===== src/rtl/core/cbo_pkg.sv =====
`default_nettype none

package cbo_pkg;

    localparam int BADGE_W_DEFAULT = 72;
    localparam int BADGE_H_DEFAULT = 32;

    localparam int COORD_W    = 13;
    localparam int CHAN_W     = 8;
    localparam int CFG_DATA_W = 13;
    localparam int CFG_IDX_W  = 2;

    localparam logic [COORD_W-1:0] FRAME_WIDTH_RST  = 13'd1920;
    localparam logic [COORD_W-1:0] FRAME_HEIGHT_RST = 13'd1080;

    typedef enum logic [CFG_IDX_W-1:0] {
        CFG_FRAME_WIDTH  = 2'd0,
        CFG_FRAME_HEIGHT = 2'd1,
        CFG_SKIP_BADGE   = 2'd2
    } cfg_index_t;

    localparam int MARGIN    = 16;
    localparam int BAR_W     = 6;
    localparam int BAR_H     = 12;
    localparam int BAR_Y_OFS = 6;
    localparam int BAR0_X    = 18;
    localparam int BAR1_X    = 34;
    localparam int BAR2_X    = 50;

    localparam logic [CHAN_W-1:0] BG_ALPHA  = 8'd150;
    localparam logic [CHAN_W-1:0] BAR_ALPHA = 8'd200;

    // gradient end points, orange on the left, purple on the right
    localparam logic [CHAN_W-1:0] RED_LEFT  = 8'hFF;
    localparam logic [CHAN_W-1:0] RED_RIGHT = 8'h9D;
    localparam logic [CHAN_W-1:0] GRN_LEFT  = 8'h5A;
    localparam logic [CHAN_W-1:0] GRN_RIGHT = 8'h4E;
    localparam logic [CHAN_W-1:0] BLU_LEFT  = 8'h3C;
    localparam logic [CHAN_W-1:0] BLU_RIGHT = 8'hDD;

    localparam logic [CHAN_W-1:0] BAR_RED = 8'd245;
    localparam logic [CHAN_W-1:0] BAR_GRN = 8'd245;
    localparam logic [CHAN_W-1:0] BAR_BLU = 8'd250;

    // pipeline stage positions
    localparam int NUM_STAGES    = 9;
    localparam int STG_LOC_A     = 0;
    localparam int STG_LOC_B     = 1;
    localparam int STG_RAMP_NUM  = 2;
    localparam int STG_RAMP_PROD = 3;
    localparam int STG_RAMP_FIX  = 4;
    localparam int STG_MIX1_SUM  = 5;
    localparam int STG_MIX1_DIV  = 6;
    localparam int STG_MIX2_SUM  = 7;
    localparam int STG_MIX2_DIV  = 8;

    typedef struct packed {
        logic [CHAN_W-1:0] red;
        logic [CHAN_W-1:0] green;
        logic [CHAN_W-1:0] blue;
    } rgb_t;

    typedef struct packed {
        rgb_t              pix;
        logic [CHAN_W-1:0] alpha;
        logic              in_badge;
        logic              in_bar;
    } side_t;

    // exact floor(x / 255) for any 16-bit x below 65280, where the result fits in 8 bits
    function automatic logic [CHAN_W-1:0] div255(input logic [15:0] x);
        logic [31:0] prod;
        prod = 32'(x) * 32'h0000_8081;
        return prod[30:23];
    endfunction

endpackage

`default_nettype wire


===== src/rtl/core/cbo_pipe_ctrl.sv =====
`default_nettype none

module cbo_pipe_ctrl (
    input  logic                            clk,
    input  logic                            rst_n,
    input  logic                            in_valid,
    output logic                            in_stall,
    output logic                            out_valid,
    input  logic                            out_stall,
    output logic [cbo_pkg::NUM_STAGES-1:0]  load
);

    localparam int N = cbo_pkg::NUM_STAGES;

    logic [N-1:0] valid_reg;
    logic [N-1:0] valid_next;
    logic [N-1:0] ready;

    // a stage takes a new request when it is empty or its content moves on
    always_comb
    begin
        ready[N-1] = !valid_reg[N-1] || !out_stall;
        for (int k = N - 2; k >= 0; k--)
        begin
            ready[k] = !valid_reg[k] || ready[k+1];
        end
        valid_next[0] = ready[0] ? in_valid : valid_reg[0];
        for (int k = 1; k < N; k++)
        begin
            valid_next[k] = ready[k] ? valid_reg[k-1] : valid_reg[k];
        end
    end

    always_ff @(posedge clk or negedge rst_n)
    begin
        if (!rst_n)
        begin
            valid_reg <= '0;
        end
        else
        begin
            valid_reg <= valid_next;
        end
    end

    assign load      = ready;
    assign in_stall  = !ready[0];
    assign out_valid = valid_reg[N-1];

endmodule

`default_nettype wire


===== src/rtl/core/cbo_locate.sv =====
`default_nettype none

module cbo_locate #(
    parameter  int BADGE_W = cbo_pkg::BADGE_W_DEFAULT,
    parameter  int BADGE_H = cbo_pkg::BADGE_H_DEFAULT,
    localparam int DX_W    = $clog2(BADGE_W)
) (
    input  logic                         clk,
    input  logic [1:0]                   load,
    input  logic [cbo_pkg::COORD_W-1:0]  frame_width,
    input  logic [cbo_pkg::COORD_W-1:0]  frame_height,
    input  logic                         skip_badge,
    input  logic [cbo_pkg::COORD_W-1:0]  pixel_x,
    input  logic [cbo_pkg::COORD_W-1:0]  pixel_y,
    output logic [DX_W-1:0]              dx,
    output logic                         in_badge,
    output logic                         in_bar
);

    localparam int EXT_W = cbo_pkg::COORD_W + 1;
    localparam int BAR_Y = BADGE_H / 2 - cbo_pkg::BAR_Y_OFS;

    logic [cbo_pkg::COORD_W-1:0] px_reg;
    logic [cbo_pkg::COORD_W-1:0] py_reg;
    logic [EXT_W-1:0]            x0_reg;
    logic [EXT_W-1:0]            y0_reg;
    logic                        en_reg;
    logic [EXT_W-1:0]            x0_next;
    logic [EXT_W-1:0]            y0_next;
    logic                        en_next;

    logic [EXT_W-1:0]            dxf;
    logic [EXT_W-1:0]            dyf;
    logic                        in_x;
    logic                        in_y;
    logic                        in_row;
    logic                        in_col;
    logic [DX_W-1:0]             dx_reg;
    logic                        in_badge_reg;
    logic                        in_bar_reg;
    logic                        in_badge_next;
    logic                        in_bar_next;

    // badge origin; a borrow means the frame is too small for the badge
    always_comb
    begin
        x0_next = EXT_W'(frame_width)  - EXT_W'(BADGE_W + cbo_pkg::MARGIN);
        y0_next = EXT_W'(frame_height) - EXT_W'(BADGE_H + cbo_pkg::MARGIN);
        en_next = !skip_badge && !x0_next[EXT_W-1] && !y0_next[EXT_W-1];
    end

    always_ff @(posedge clk)
    begin
        if (load[0])
        begin
            px_reg <= pixel_x;
            py_reg <= pixel_y;
            x0_reg <= x0_next;
            y0_reg <= y0_next;
            en_reg <= en_next;
        end
    end

    // a pixel left of or above the origin wraps to a large offset
    always_comb
    begin
        dxf    = EXT_W'(px_reg) - x0_reg;
        dyf    = EXT_W'(py_reg) - y0_reg;
        in_x   = dxf < EXT_W'(BADGE_W);
        in_y   = dyf < EXT_W'(BADGE_H);
        in_row = (dyf >= EXT_W'(BAR_Y)) && (dyf < EXT_W'(BAR_Y + cbo_pkg::BAR_H));
        in_col = ((dxf >= EXT_W'(cbo_pkg::BAR0_X))
                     && (dxf < EXT_W'(cbo_pkg::BAR0_X + cbo_pkg::BAR_W)))
              || ((dxf >= EXT_W'(cbo_pkg::BAR1_X))
                     && (dxf < EXT_W'(cbo_pkg::BAR1_X + cbo_pkg::BAR_W)))
              || ((dxf >= EXT_W'(cbo_pkg::BAR2_X))
                     && (dxf < EXT_W'(cbo_pkg::BAR2_X + cbo_pkg::BAR_W)));
        in_badge_next = en_reg && in_x && in_y;
        in_bar_next   = in_badge_next && in_row && in_col;
    end

    always_ff @(posedge clk)
    begin
        if (load[1])
        begin
            dx_reg       <= dxf[DX_W-1:0];
            in_badge_reg <= in_badge_next;
            in_bar_reg   <= in_bar_next;
        end
    end

    assign dx       = dx_reg;
    assign in_badge = in_badge_reg;
    assign in_bar   = in_bar_reg;

endmodule

`default_nettype wire


===== src/rtl/core/cbo_ramp.sv =====
`default_nettype none

module cbo_ramp #(
    parameter  int                          BADGE_W = cbo_pkg::BADGE_W_DEFAULT,
    parameter  logic [cbo_pkg::CHAN_W-1:0]  C_LEFT  = cbo_pkg::RED_LEFT,
    parameter  logic [cbo_pkg::CHAN_W-1:0]  C_RIGHT = cbo_pkg::RED_RIGHT,
    localparam int                          DX_W    = $clog2(BADGE_W)
) (
    input  logic                         clk,
    input  logic [2:0]                   load,
    input  logic [DX_W-1:0]              dx,
    output logic [cbo_pkg::CHAN_W-1:0]   ramp
);

    localparam int NUM_W   = $clog2(255 * BADGE_W + 1);
    localparam int RECIP   = (1 << NUM_W) / BADGE_W;
    localparam int RECIP_W = $clog2(RECIP + 1);
    localparam int PROD_W  = NUM_W + RECIP_W;
    localparam int CW      = cbo_pkg::CHAN_W;

    logic [NUM_W-1:0]  num_next;
    logic [NUM_W-1:0]  num_reg;
    logic [NUM_W-1:0]  num_hold_reg;
    logic [PROD_W-1:0] prod_reg;
    logic [CW-1:0]     q_est;
    logic [NUM_W-1:0]  rem;
    logic [CW-1:0]     ramp_next;
    logic [CW-1:0]     ramp_reg;

    always_comb
    begin
        num_next = NUM_W'(C_LEFT) * (NUM_W'(BADGE_W) - NUM_W'(dx))
                 + NUM_W'(C_RIGHT) * NUM_W'(dx);
    end

    always_ff @(posedge clk)
    begin
        if (load[0])
        begin
            num_reg <= num_next;
        end
        if (load[1])
        begin
            prod_reg     <= PROD_W'(num_reg) * PROD_W'(RECIP);
            num_hold_reg <= num_reg;
        end
        if (load[2])
        begin
            ramp_reg <= ramp_next;
        end
    end

    // reciprocal estimate is exact or one low; fix with one compare
    always_comb
    begin
        q_est     = prod_reg[NUM_W +: CW];
        rem       = num_hold_reg - NUM_W'(q_est) * NUM_W'(BADGE_W);
        ramp_next = (rem >= NUM_W'(BADGE_W)) ? q_est + CW'(1) : q_est;
    end

    assign ramp = ramp_reg;

endmodule

`default_nettype wire


===== src/rtl/core/cbo_mix.sv =====
`default_nettype none

module cbo_mix #(
    parameter logic [cbo_pkg::CHAN_W-1:0] ALPHA = cbo_pkg::BG_ALPHA
) (
    input  logic                         clk,
    input  logic [1:0]                   load,
    input  logic [cbo_pkg::CHAN_W-1:0]   old_val,
    input  logic [cbo_pkg::CHAN_W-1:0]   new_val,
    output logic [cbo_pkg::CHAN_W-1:0]   mixed
);

    localparam logic [15:0] KEEP = 16'(8'd255 - ALPHA);
    localparam logic [15:0] TAKE = 16'(ALPHA);

    logic [15:0]                 sum_reg;
    logic [cbo_pkg::CHAN_W-1:0]  mixed_reg;

    always_ff @(posedge clk)
    begin
        if (load[0])
        begin
            sum_reg <= 16'(old_val) * KEEP + 16'(new_val) * TAKE;
        end
        if (load[1])
        begin
            mixed_reg <= cbo_pkg::div255(sum_reg);
        end
    end

    assign mixed = mixed_reg;

endmodule

`default_nettype wire


===== src/rtl/core/corner_badge_overlay_blender_unit.sv =====
`default_nettype none
// Throughput: one pixel per cycle while out_stall is low; a stall on the output backs up only through
// full stages, so empty stages keep taking input while a result waits.
// Reset (rst_n, async, active low) empties the pipeline and loads
// frame_width 1920, frame_height 1080, skip_badge 0.

module corner_badge_overlay_blender_unit #(
    parameter int BADGE_W = cbo_pkg::BADGE_W_DEFAULT,
    parameter int BADGE_H = cbo_pkg::BADGE_H_DEFAULT
) (
    input  logic                            clk,
    input  logic                            rst_n,
    input  logic                            cfg_wr_en,
    input  logic [cbo_pkg::CFG_IDX_W-1:0]   cfg_index,
    input  logic [cbo_pkg::CFG_DATA_W-1:0]  cfg_data,
    input  logic                            in_valid,
    output logic                            in_stall,
    input  logic [cbo_pkg::COORD_W-1:0]     pixel_x,
    input  logic [cbo_pkg::COORD_W-1:0]     pixel_y,
    input  logic [cbo_pkg::CHAN_W-1:0]      in_red,
    input  logic [cbo_pkg::CHAN_W-1:0]      in_green,
    input  logic [cbo_pkg::CHAN_W-1:0]      in_blue,
    input  logic [cbo_pkg::CHAN_W-1:0]      in_alpha,
    output logic                            out_valid,
    input  logic                            out_stall,
    output logic [cbo_pkg::CHAN_W-1:0]      out_red,
    output logic [cbo_pkg::CHAN_W-1:0]      out_green,
    output logic [cbo_pkg::CHAN_W-1:0]      out_blue,
    output logic [cbo_pkg::CHAN_W-1:0]      out_alpha
);

    localparam int N    = cbo_pkg::NUM_STAGES;
    localparam int DX_W = $clog2(BADGE_W);

    logic [cbo_pkg::COORD_W-1:0] frame_width_reg;
    logic [cbo_pkg::COORD_W-1:0] frame_height_reg;
    logic                        skip_badge_reg;

    logic [N-1:0]                load;
    cbo_pkg::side_t              side_reg  [N];
    cbo_pkg::side_t              side_next [N];

    logic [DX_W-1:0]             loc_dx;
    logic                        loc_in_badge;
    logic                        loc_in_bar;
    cbo_pkg::rgb_t               ramp;
    cbo_pkg::rgb_t               mix1;
    cbo_pkg::rgb_t               mix2;
    cbo_pkg::rgb_t               bar_color;
    cbo_pkg::side_t              last;

    always_ff @(posedge clk or negedge rst_n)
    begin
        if (!rst_n)
        begin
            frame_width_reg  <= cbo_pkg::FRAME_WIDTH_RST;
            frame_height_reg <= cbo_pkg::FRAME_HEIGHT_RST;
            skip_badge_reg   <= 1'b0;
        end
        else if (cfg_wr_en)
        begin
            unique case (cbo_pkg::cfg_index_t'(cfg_index))
                cbo_pkg::CFG_FRAME_WIDTH:  frame_width_reg  <= cfg_data;
                cbo_pkg::CFG_FRAME_HEIGHT: frame_height_reg <= cfg_data;
                cbo_pkg::CFG_SKIP_BADGE:   skip_badge_reg   <= cfg_data[0];
                default:                   ;
            endcase
        end
    end

    cbo_pipe_ctrl u_ctrl (
        .clk       (clk),
        .rst_n     (rst_n),
        .in_valid  (in_valid),
        .in_stall  (in_stall),
        .out_valid (out_valid),
        .out_stall (out_stall),
        .load      (load)
    );

    cbo_locate #(
        .BADGE_W (BADGE_W),
        .BADGE_H (BADGE_H)
    ) u_locate (
        .clk          (clk),
        .load         (load[cbo_pkg::STG_LOC_B:cbo_pkg::STG_LOC_A]),
        .frame_width  (frame_width_reg),
        .frame_height (frame_height_reg),
        .skip_badge   (skip_badge_reg),
        .pixel_x      (pixel_x),
        .pixel_y      (pixel_y),
        .dx           (loc_dx),
        .in_badge     (loc_in_badge),
        .in_bar       (loc_in_bar)
    );

    cbo_ramp #(.BADGE_W(BADGE_W), .C_LEFT(cbo_pkg::RED_LEFT), .C_RIGHT(cbo_pkg::RED_RIGHT))
    u_ramp_red (
        .clk  (clk),
        .load (load[cbo_pkg::STG_RAMP_FIX:cbo_pkg::STG_RAMP_NUM]),
        .dx   (loc_dx),
        .ramp (ramp.red)
    );

    cbo_ramp #(.BADGE_W(BADGE_W), .C_LEFT(cbo_pkg::GRN_LEFT), .C_RIGHT(cbo_pkg::GRN_RIGHT))
    u_ramp_green (
        .clk  (clk),
        .load (load[cbo_pkg::STG_RAMP_FIX:cbo_pkg::STG_RAMP_NUM]),
        .dx   (loc_dx),
        .ramp (ramp.green)
    );

    cbo_ramp #(.BADGE_W(BADGE_W), .C_LEFT(cbo_pkg::BLU_LEFT), .C_RIGHT(cbo_pkg::BLU_RIGHT))
    u_ramp_blue (
        .clk  (clk),
        .load (load[cbo_pkg::STG_RAMP_FIX:cbo_pkg::STG_RAMP_NUM]),
        .dx   (loc_dx),
        .ramp (ramp.blue)
    );

    // side band: original pixel, alpha and badge flags ride along each stage
    always_comb
    begin
        side_next[0].pix.red   = in_red;
        side_next[0].pix.green = in_green;
        side_next[0].pix.blue  = in_blue;
        side_next[0].alpha     = in_alpha;
        side_next[0].in_badge  = 1'b0;
        side_next[0].in_bar    = 1'b0;
        for (int k = 1; k < N; k++)
        begin
            side_next[k] = side_reg[k-1];
        end
        side_next[cbo_pkg::STG_RAMP_NUM].in_badge = loc_in_badge;
        side_next[cbo_pkg::STG_RAMP_NUM].in_bar   = loc_in_bar;
        // keep the gradient blend only inside the badge
        if (side_reg[cbo_pkg::STG_MIX1_DIV].in_badge)
        begin
            side_next[cbo_pkg::STG_MIX2_SUM].pix = mix1;
        end
    end

    always_ff @(posedge clk)
    begin
        for (int k = 0; k < N; k++)
        begin
            if (load[k])
            begin
                side_reg[k] <= side_next[k];
            end
        end
    end

    cbo_mix #(.ALPHA(cbo_pkg::BG_ALPHA)) u_mix1_red (
        .clk     (clk),
        .load    (load[cbo_pkg::STG_MIX1_DIV:cbo_pkg::STG_MIX1_SUM]),
        .old_val (side_reg[cbo_pkg::STG_RAMP_FIX].pix.red),
        .new_val (ramp.red),
        .mixed   (mix1.red)
    );

    cbo_mix #(.ALPHA(cbo_pkg::BG_ALPHA)) u_mix1_green (
        .clk     (clk),
        .load    (load[cbo_pkg::STG_MIX1_DIV:cbo_pkg::STG_MIX1_SUM]),
        .old_val (side_reg[cbo_pkg::STG_RAMP_FIX].pix.green),
        .new_val (ramp.green),
        .mixed   (mix1.green)
    );

    cbo_mix #(.ALPHA(cbo_pkg::BG_ALPHA)) u_mix1_blue (
        .clk     (clk),
        .load    (load[cbo_pkg::STG_MIX1_DIV:cbo_pkg::STG_MIX1_SUM]),
        .old_val (side_reg[cbo_pkg::STG_RAMP_FIX].pix.blue),
        .new_val (ramp.blue),
        .mixed   (mix1.blue)
    );

    assign bar_color.red   = cbo_pkg::BAR_RED;
    assign bar_color.green = cbo_pkg::BAR_GRN;
    assign bar_color.blue  = cbo_pkg::BAR_BLU;

    cbo_mix #(.ALPHA(cbo_pkg::BAR_ALPHA)) u_mix2_red (
        .clk     (clk),
        .load    (load[cbo_pkg::STG_MIX2_DIV:cbo_pkg::STG_MIX2_SUM]),
        .old_val (side_next[cbo_pkg::STG_MIX2_SUM].pix.red),
        .new_val (bar_color.red),
        .mixed   (mix2.red)
    );

    cbo_mix #(.ALPHA(cbo_pkg::BAR_ALPHA)) u_mix2_green (
        .clk     (clk),
        .load    (load[cbo_pkg::STG_MIX2_DIV:cbo_pkg::STG_MIX2_SUM]),
        .old_val (side_next[cbo_pkg::STG_MIX2_SUM].pix.green),
        .new_val (bar_color.green),
        .mixed   (mix2.green)
    );

    cbo_mix #(.ALPHA(cbo_pkg::BAR_ALPHA)) u_mix2_blue (
        .clk     (clk),
        .load    (load[cbo_pkg::STG_MIX2_DIV:cbo_pkg::STG_MIX2_SUM]),
        .old_val (side_next[cbo_pkg::STG_MIX2_SUM].pix.blue),
        .new_val (bar_color.blue),
        .mixed   (mix2.blue)
    );

    assign last      = side_reg[N-1];
    assign out_red   = last.in_bar ? mix2.red   : last.pix.red;
    assign out_green = last.in_bar ? mix2.green : last.pix.green;
    assign out_blue  = last.in_bar ? mix2.blue  : last.pix.blue;
    assign out_alpha = last.alpha;

endmodule

`default_nettype wire


===== config.mk =====
export PLATFORM = sky130hd
export DESIGN_NAME = corner_badge_overlay_blender_unit
export DESIGN_NICKNAME = d
export VERILOG_FILES = /design/src/rtl/core/cbo_pkg.sv /design/src/rtl/core/cbo_pipe_ctrl.sv /design/src/rtl/core/cbo_locate.sv /design/src/rtl/core/cbo_ramp.sv /design/src/rtl/core/cbo_mix.sv /design/src/rtl/core/corner_badge_overlay_blender_unit.sv
export SDC_FILE = /design/constraint.sdc
export NUM_CORES = 2
export LEC_CHECK = 0
export ABC_AREA = 1
export BUFFER_PORTS_ARGS = -buffer_cell sky130_fd_sc_hd__buf_4
export CAP_MARGIN = 15
export CORE_MARGIN = 8
export CORE_UTILIZATION = 40
export DETAILED_ROUTE_END_ITERATION = 12
export GPL_ROUTABILITY_DRIVEN = 0
export PLACE_DENSITY = 0.57
export REMOVE_ABC_BUFFERS = 1
export SLEW_MARGIN = 15
export SYNTH_ARGS = -nofsm -noshare
export SYNTH_HDL_FRONTEND = slang
export SYNTH_SLANG_ARGS = --single-unit

===== constraint.sdc =====
create_clock -name clk -period 11.5 [get_ports clk]
set_input_delay 1.15 -clock clk [delete_from_list [all_inputs] [get_ports clk]]
set_output_delay 1.15 -clock clk [all_outputs]
set_load 0.01 [all_outputs]

==> results.json <==
{
  "synth_area_per_cell_um2": 10.2,
  "clock_sinks": 663,
  "dieArea_um2": 155000,
  "grt-ovfl-total": 0,
  "wl_per_cell_um": 14.8,
  "slew_headroom_pct": 30.9,
  "ys_seq_area_share_pct": 34.5,
  "setup_viol": 0,
  "slowest_delay_ns": 0.62,
  "cp-end-kind": "register",
  "antenna_found_initial": 4,
  "grt_pass1_vias": 38104,
  "dpl.hpwl_mm": 94.8,
  "root_buffer": "clkbuf_16",
  "slew_viol_final": 0,
  "nets": 7300,
  "wl_mm": 114,
  "start_util_pct": 40.3,
  "drc": 0,
  "synth-adder-area-share_pct": 36.3,
  "core_um2": 142000,
  "setup-tns-final_ns": 0,
  "synth-edff-count": 627,
  "rows": 138,
  "yosysMostFrequentCell": "ha_1",
  "area_delta_synth_final_pct": 10.6,
  "synthMuxAreaShare_pct": 0.512,
  "maxCapViolations": 0,
  "portBuffers": 111,
  "num_vias": 37172,
  "yosys.area_share.simple_pct": 10.3,
  "synthCells": 5585,
  "period_share_pct": 62.4,
  "synth_flop_cell": "edfxtp_1",
  "crit_required_ns": 11.92,
  "grt_usage_pct": 14.9,
  "synth_top_area_share_pct": 32.9,
  "synthTopCellsByArea": "edfxtp_1 (33%), ha_1 (24%), fa_1 (12%)",
  "hold_buffers": 0,
  "hold_viol": 0,
  "dr.pass1.iters": 7,
  "cts_tree": "built",
  "grt_max_degree": 70,
  "drive_above_1_share_pct": 6.00,
  "die_h_um": 394,
  "cts_buffers": 79,
  "ioPinCount": 112,
  "worstSetupPathType": "register to register",
  "arrival_ns": 7.59,
  "largest_reg_flops": 294,
  "synth_xor_area_share_pct": 4.72,
  "worst_pin_slew_ns": 1.03,
  "die_w_um": 394,
  "cts-htree-levels": 3,
  "critPathTopFamily": "adder cells",
  "worstPathBufferInverterCount": 7,
  "synth_top_family_by_area": "adder cells",
  "yosysTopAreaCell": "edfxtp_1",
  "vias_per_cell": 4.81,
  "clock_latency_ns": 0.68,
  "clk_pin_slew_ns": 0.06,
  "drtAntennaViolNets": 0,
  "layout_min_cycle_time_ns": 7.18,
  "path_max_fanout": 10,
  "max_clock_freq_mhz": 139,
  "yosysWarnings": 0,
  "synth.distinct_cells": 57,
  "async_flop_share_pct": 5.43,
  "rsz0062_at_grt": "no",
  "finalClockSkew_ns": 0.0394,
  "syn_area_um2": 57200,
  "cts_max_path_buffers": 3,
  "cpMostUsedCell": "inv_1",
  "ys_ff_latch": 663,
  "cts.repair.resized": 0,
  "synth_compound_area_share_pct": 6.24,
  "hp-class": "register to register",
  "synthTopCellsByCount": "ha_1 (1117), inv_1 (1095), nand2_1 (787), edfxtp_1 (627), fa_1 (338)",
  "worstSetupStartpointType": "register",
  "slowest_stage": "xor2_1",
  "grt_pass1_wl_mm": 192,
  "first_iter_violations": 1511,
  "post-cts-setup-buffers": 0,
  "outcome": "finished clean"
}
[cell usage in the layout, fill, tap and decap left out, types with 16 or more instances in the layout]
cell / n
clkbuf_16: 79
o21bai_1: 20
nor2_1: 220
nand3_1: 176
buf_4: 125
a21oi_1: 312
fa_1: 338
a211oi_1: 16
a21o_1: 27
nand2_1: 787
nand4_1: 76
edfxtp_1: 627
dfrtp_1: 28
inv_1: 1094
a31oi_1: 20
clkinv_2: 17
bufinv_16: 17
ha_1: 1117
xor2_1: 207
mux2_2: 26
xnor2_1: 99
nor3_1: 38
o21ai_0: 181
[area by class of cell]
type	instances	area [µm²]
Fill cell	13410	78500
Multi-Input combinational cell	3794	33200
Sequential cell	663	19700
Inverter	1104	4150
Tap cell	1890	2360
Clock buffer	87	2030
Timing Repair Buffer	125	938
Clock inverter	58	836
Antenna cell	1	2.50
[path summary, 6_finish.rpt]
kind	to	cells after the start	from	slack [ns]
hold / removal	side_reg[0][54]	0	side_reg[0][20]	0.41
hold reg to reg	side_reg[0][54]	0	side_reg[0][20]	0.41
setup reg to reg	u_ramp_red.num_reg[11]	28	u_locate.dx[2]	4.32
setup / recovery	u_ramp_red.num_reg[11]	28	u_locate.dx[2]	4.32
max in group asynchronous	u_ctrl.valid_reg[7]	1	rst_n	10.64
min in group asynchronous	frame_height_reg[7]	1	rst_n	0.47
[metrics by stage]
stage / cell area (µm²) / hold slack [ns] / worst slack [ns] / instances / util [%]
2_1_floorplan: 57100 / 0.400 / 1.69 / 5561 / -
3_3_place_gp: 60400 / 0.400 / 4.38 / 7576 / 42.6
3_5_place_dp: 60400 / 0.405 / 4.30 / 7576 / 42.6
4_1_cts: 63200 / 0.406 / 4.28 / 7721 / 44.6
5_1_grt: 63200 / 0.413 / 3.69 / 7721 / 44.6
6_report: 63200 / 0.408 / 4.32 / 7722 / 44.6
[logic make-up after synthesis]
logic type | Yosys count
adder cells (fa/ha/maj) | 1455
AND/OR/NAND/NOR | 1366
buffers and inverters | 1128
XOR/XNOR | 307
multiplexers | 26
flip-flops | 663
AO/OA/AOI/OAI | 640
[worst register-to-register path: cells and delay by family (launching register included)]
family                     cells  cell delay, ns
xor gates and xnor gates       3            0.94
adders and majority gates      8            3.48
buffers and inverters          7            0.82
DFF                            1            0.59
and+or+nand+nor                7            0.62
AOI/OAI and AO/OA              3            0.50
[metal layers]
| layer | up-vias | wire, µm | track usage (%) |
|---|---|---|---|
| li1 | 19064 | - | - |
| met1 | 17546 | 54300 | 19.7 |
| met2 | 418 | 54700 | 25.9 |
| met3 | 144 | 3070 | 1.90 |
| met4 | 0 | 2370 | 3.52 |
| met5 | - | 0 | 0 |
Power is left out: the tool's default activity adds up to more than one toggle a clock period on the data nets, which glitch-free logic cannot reach.
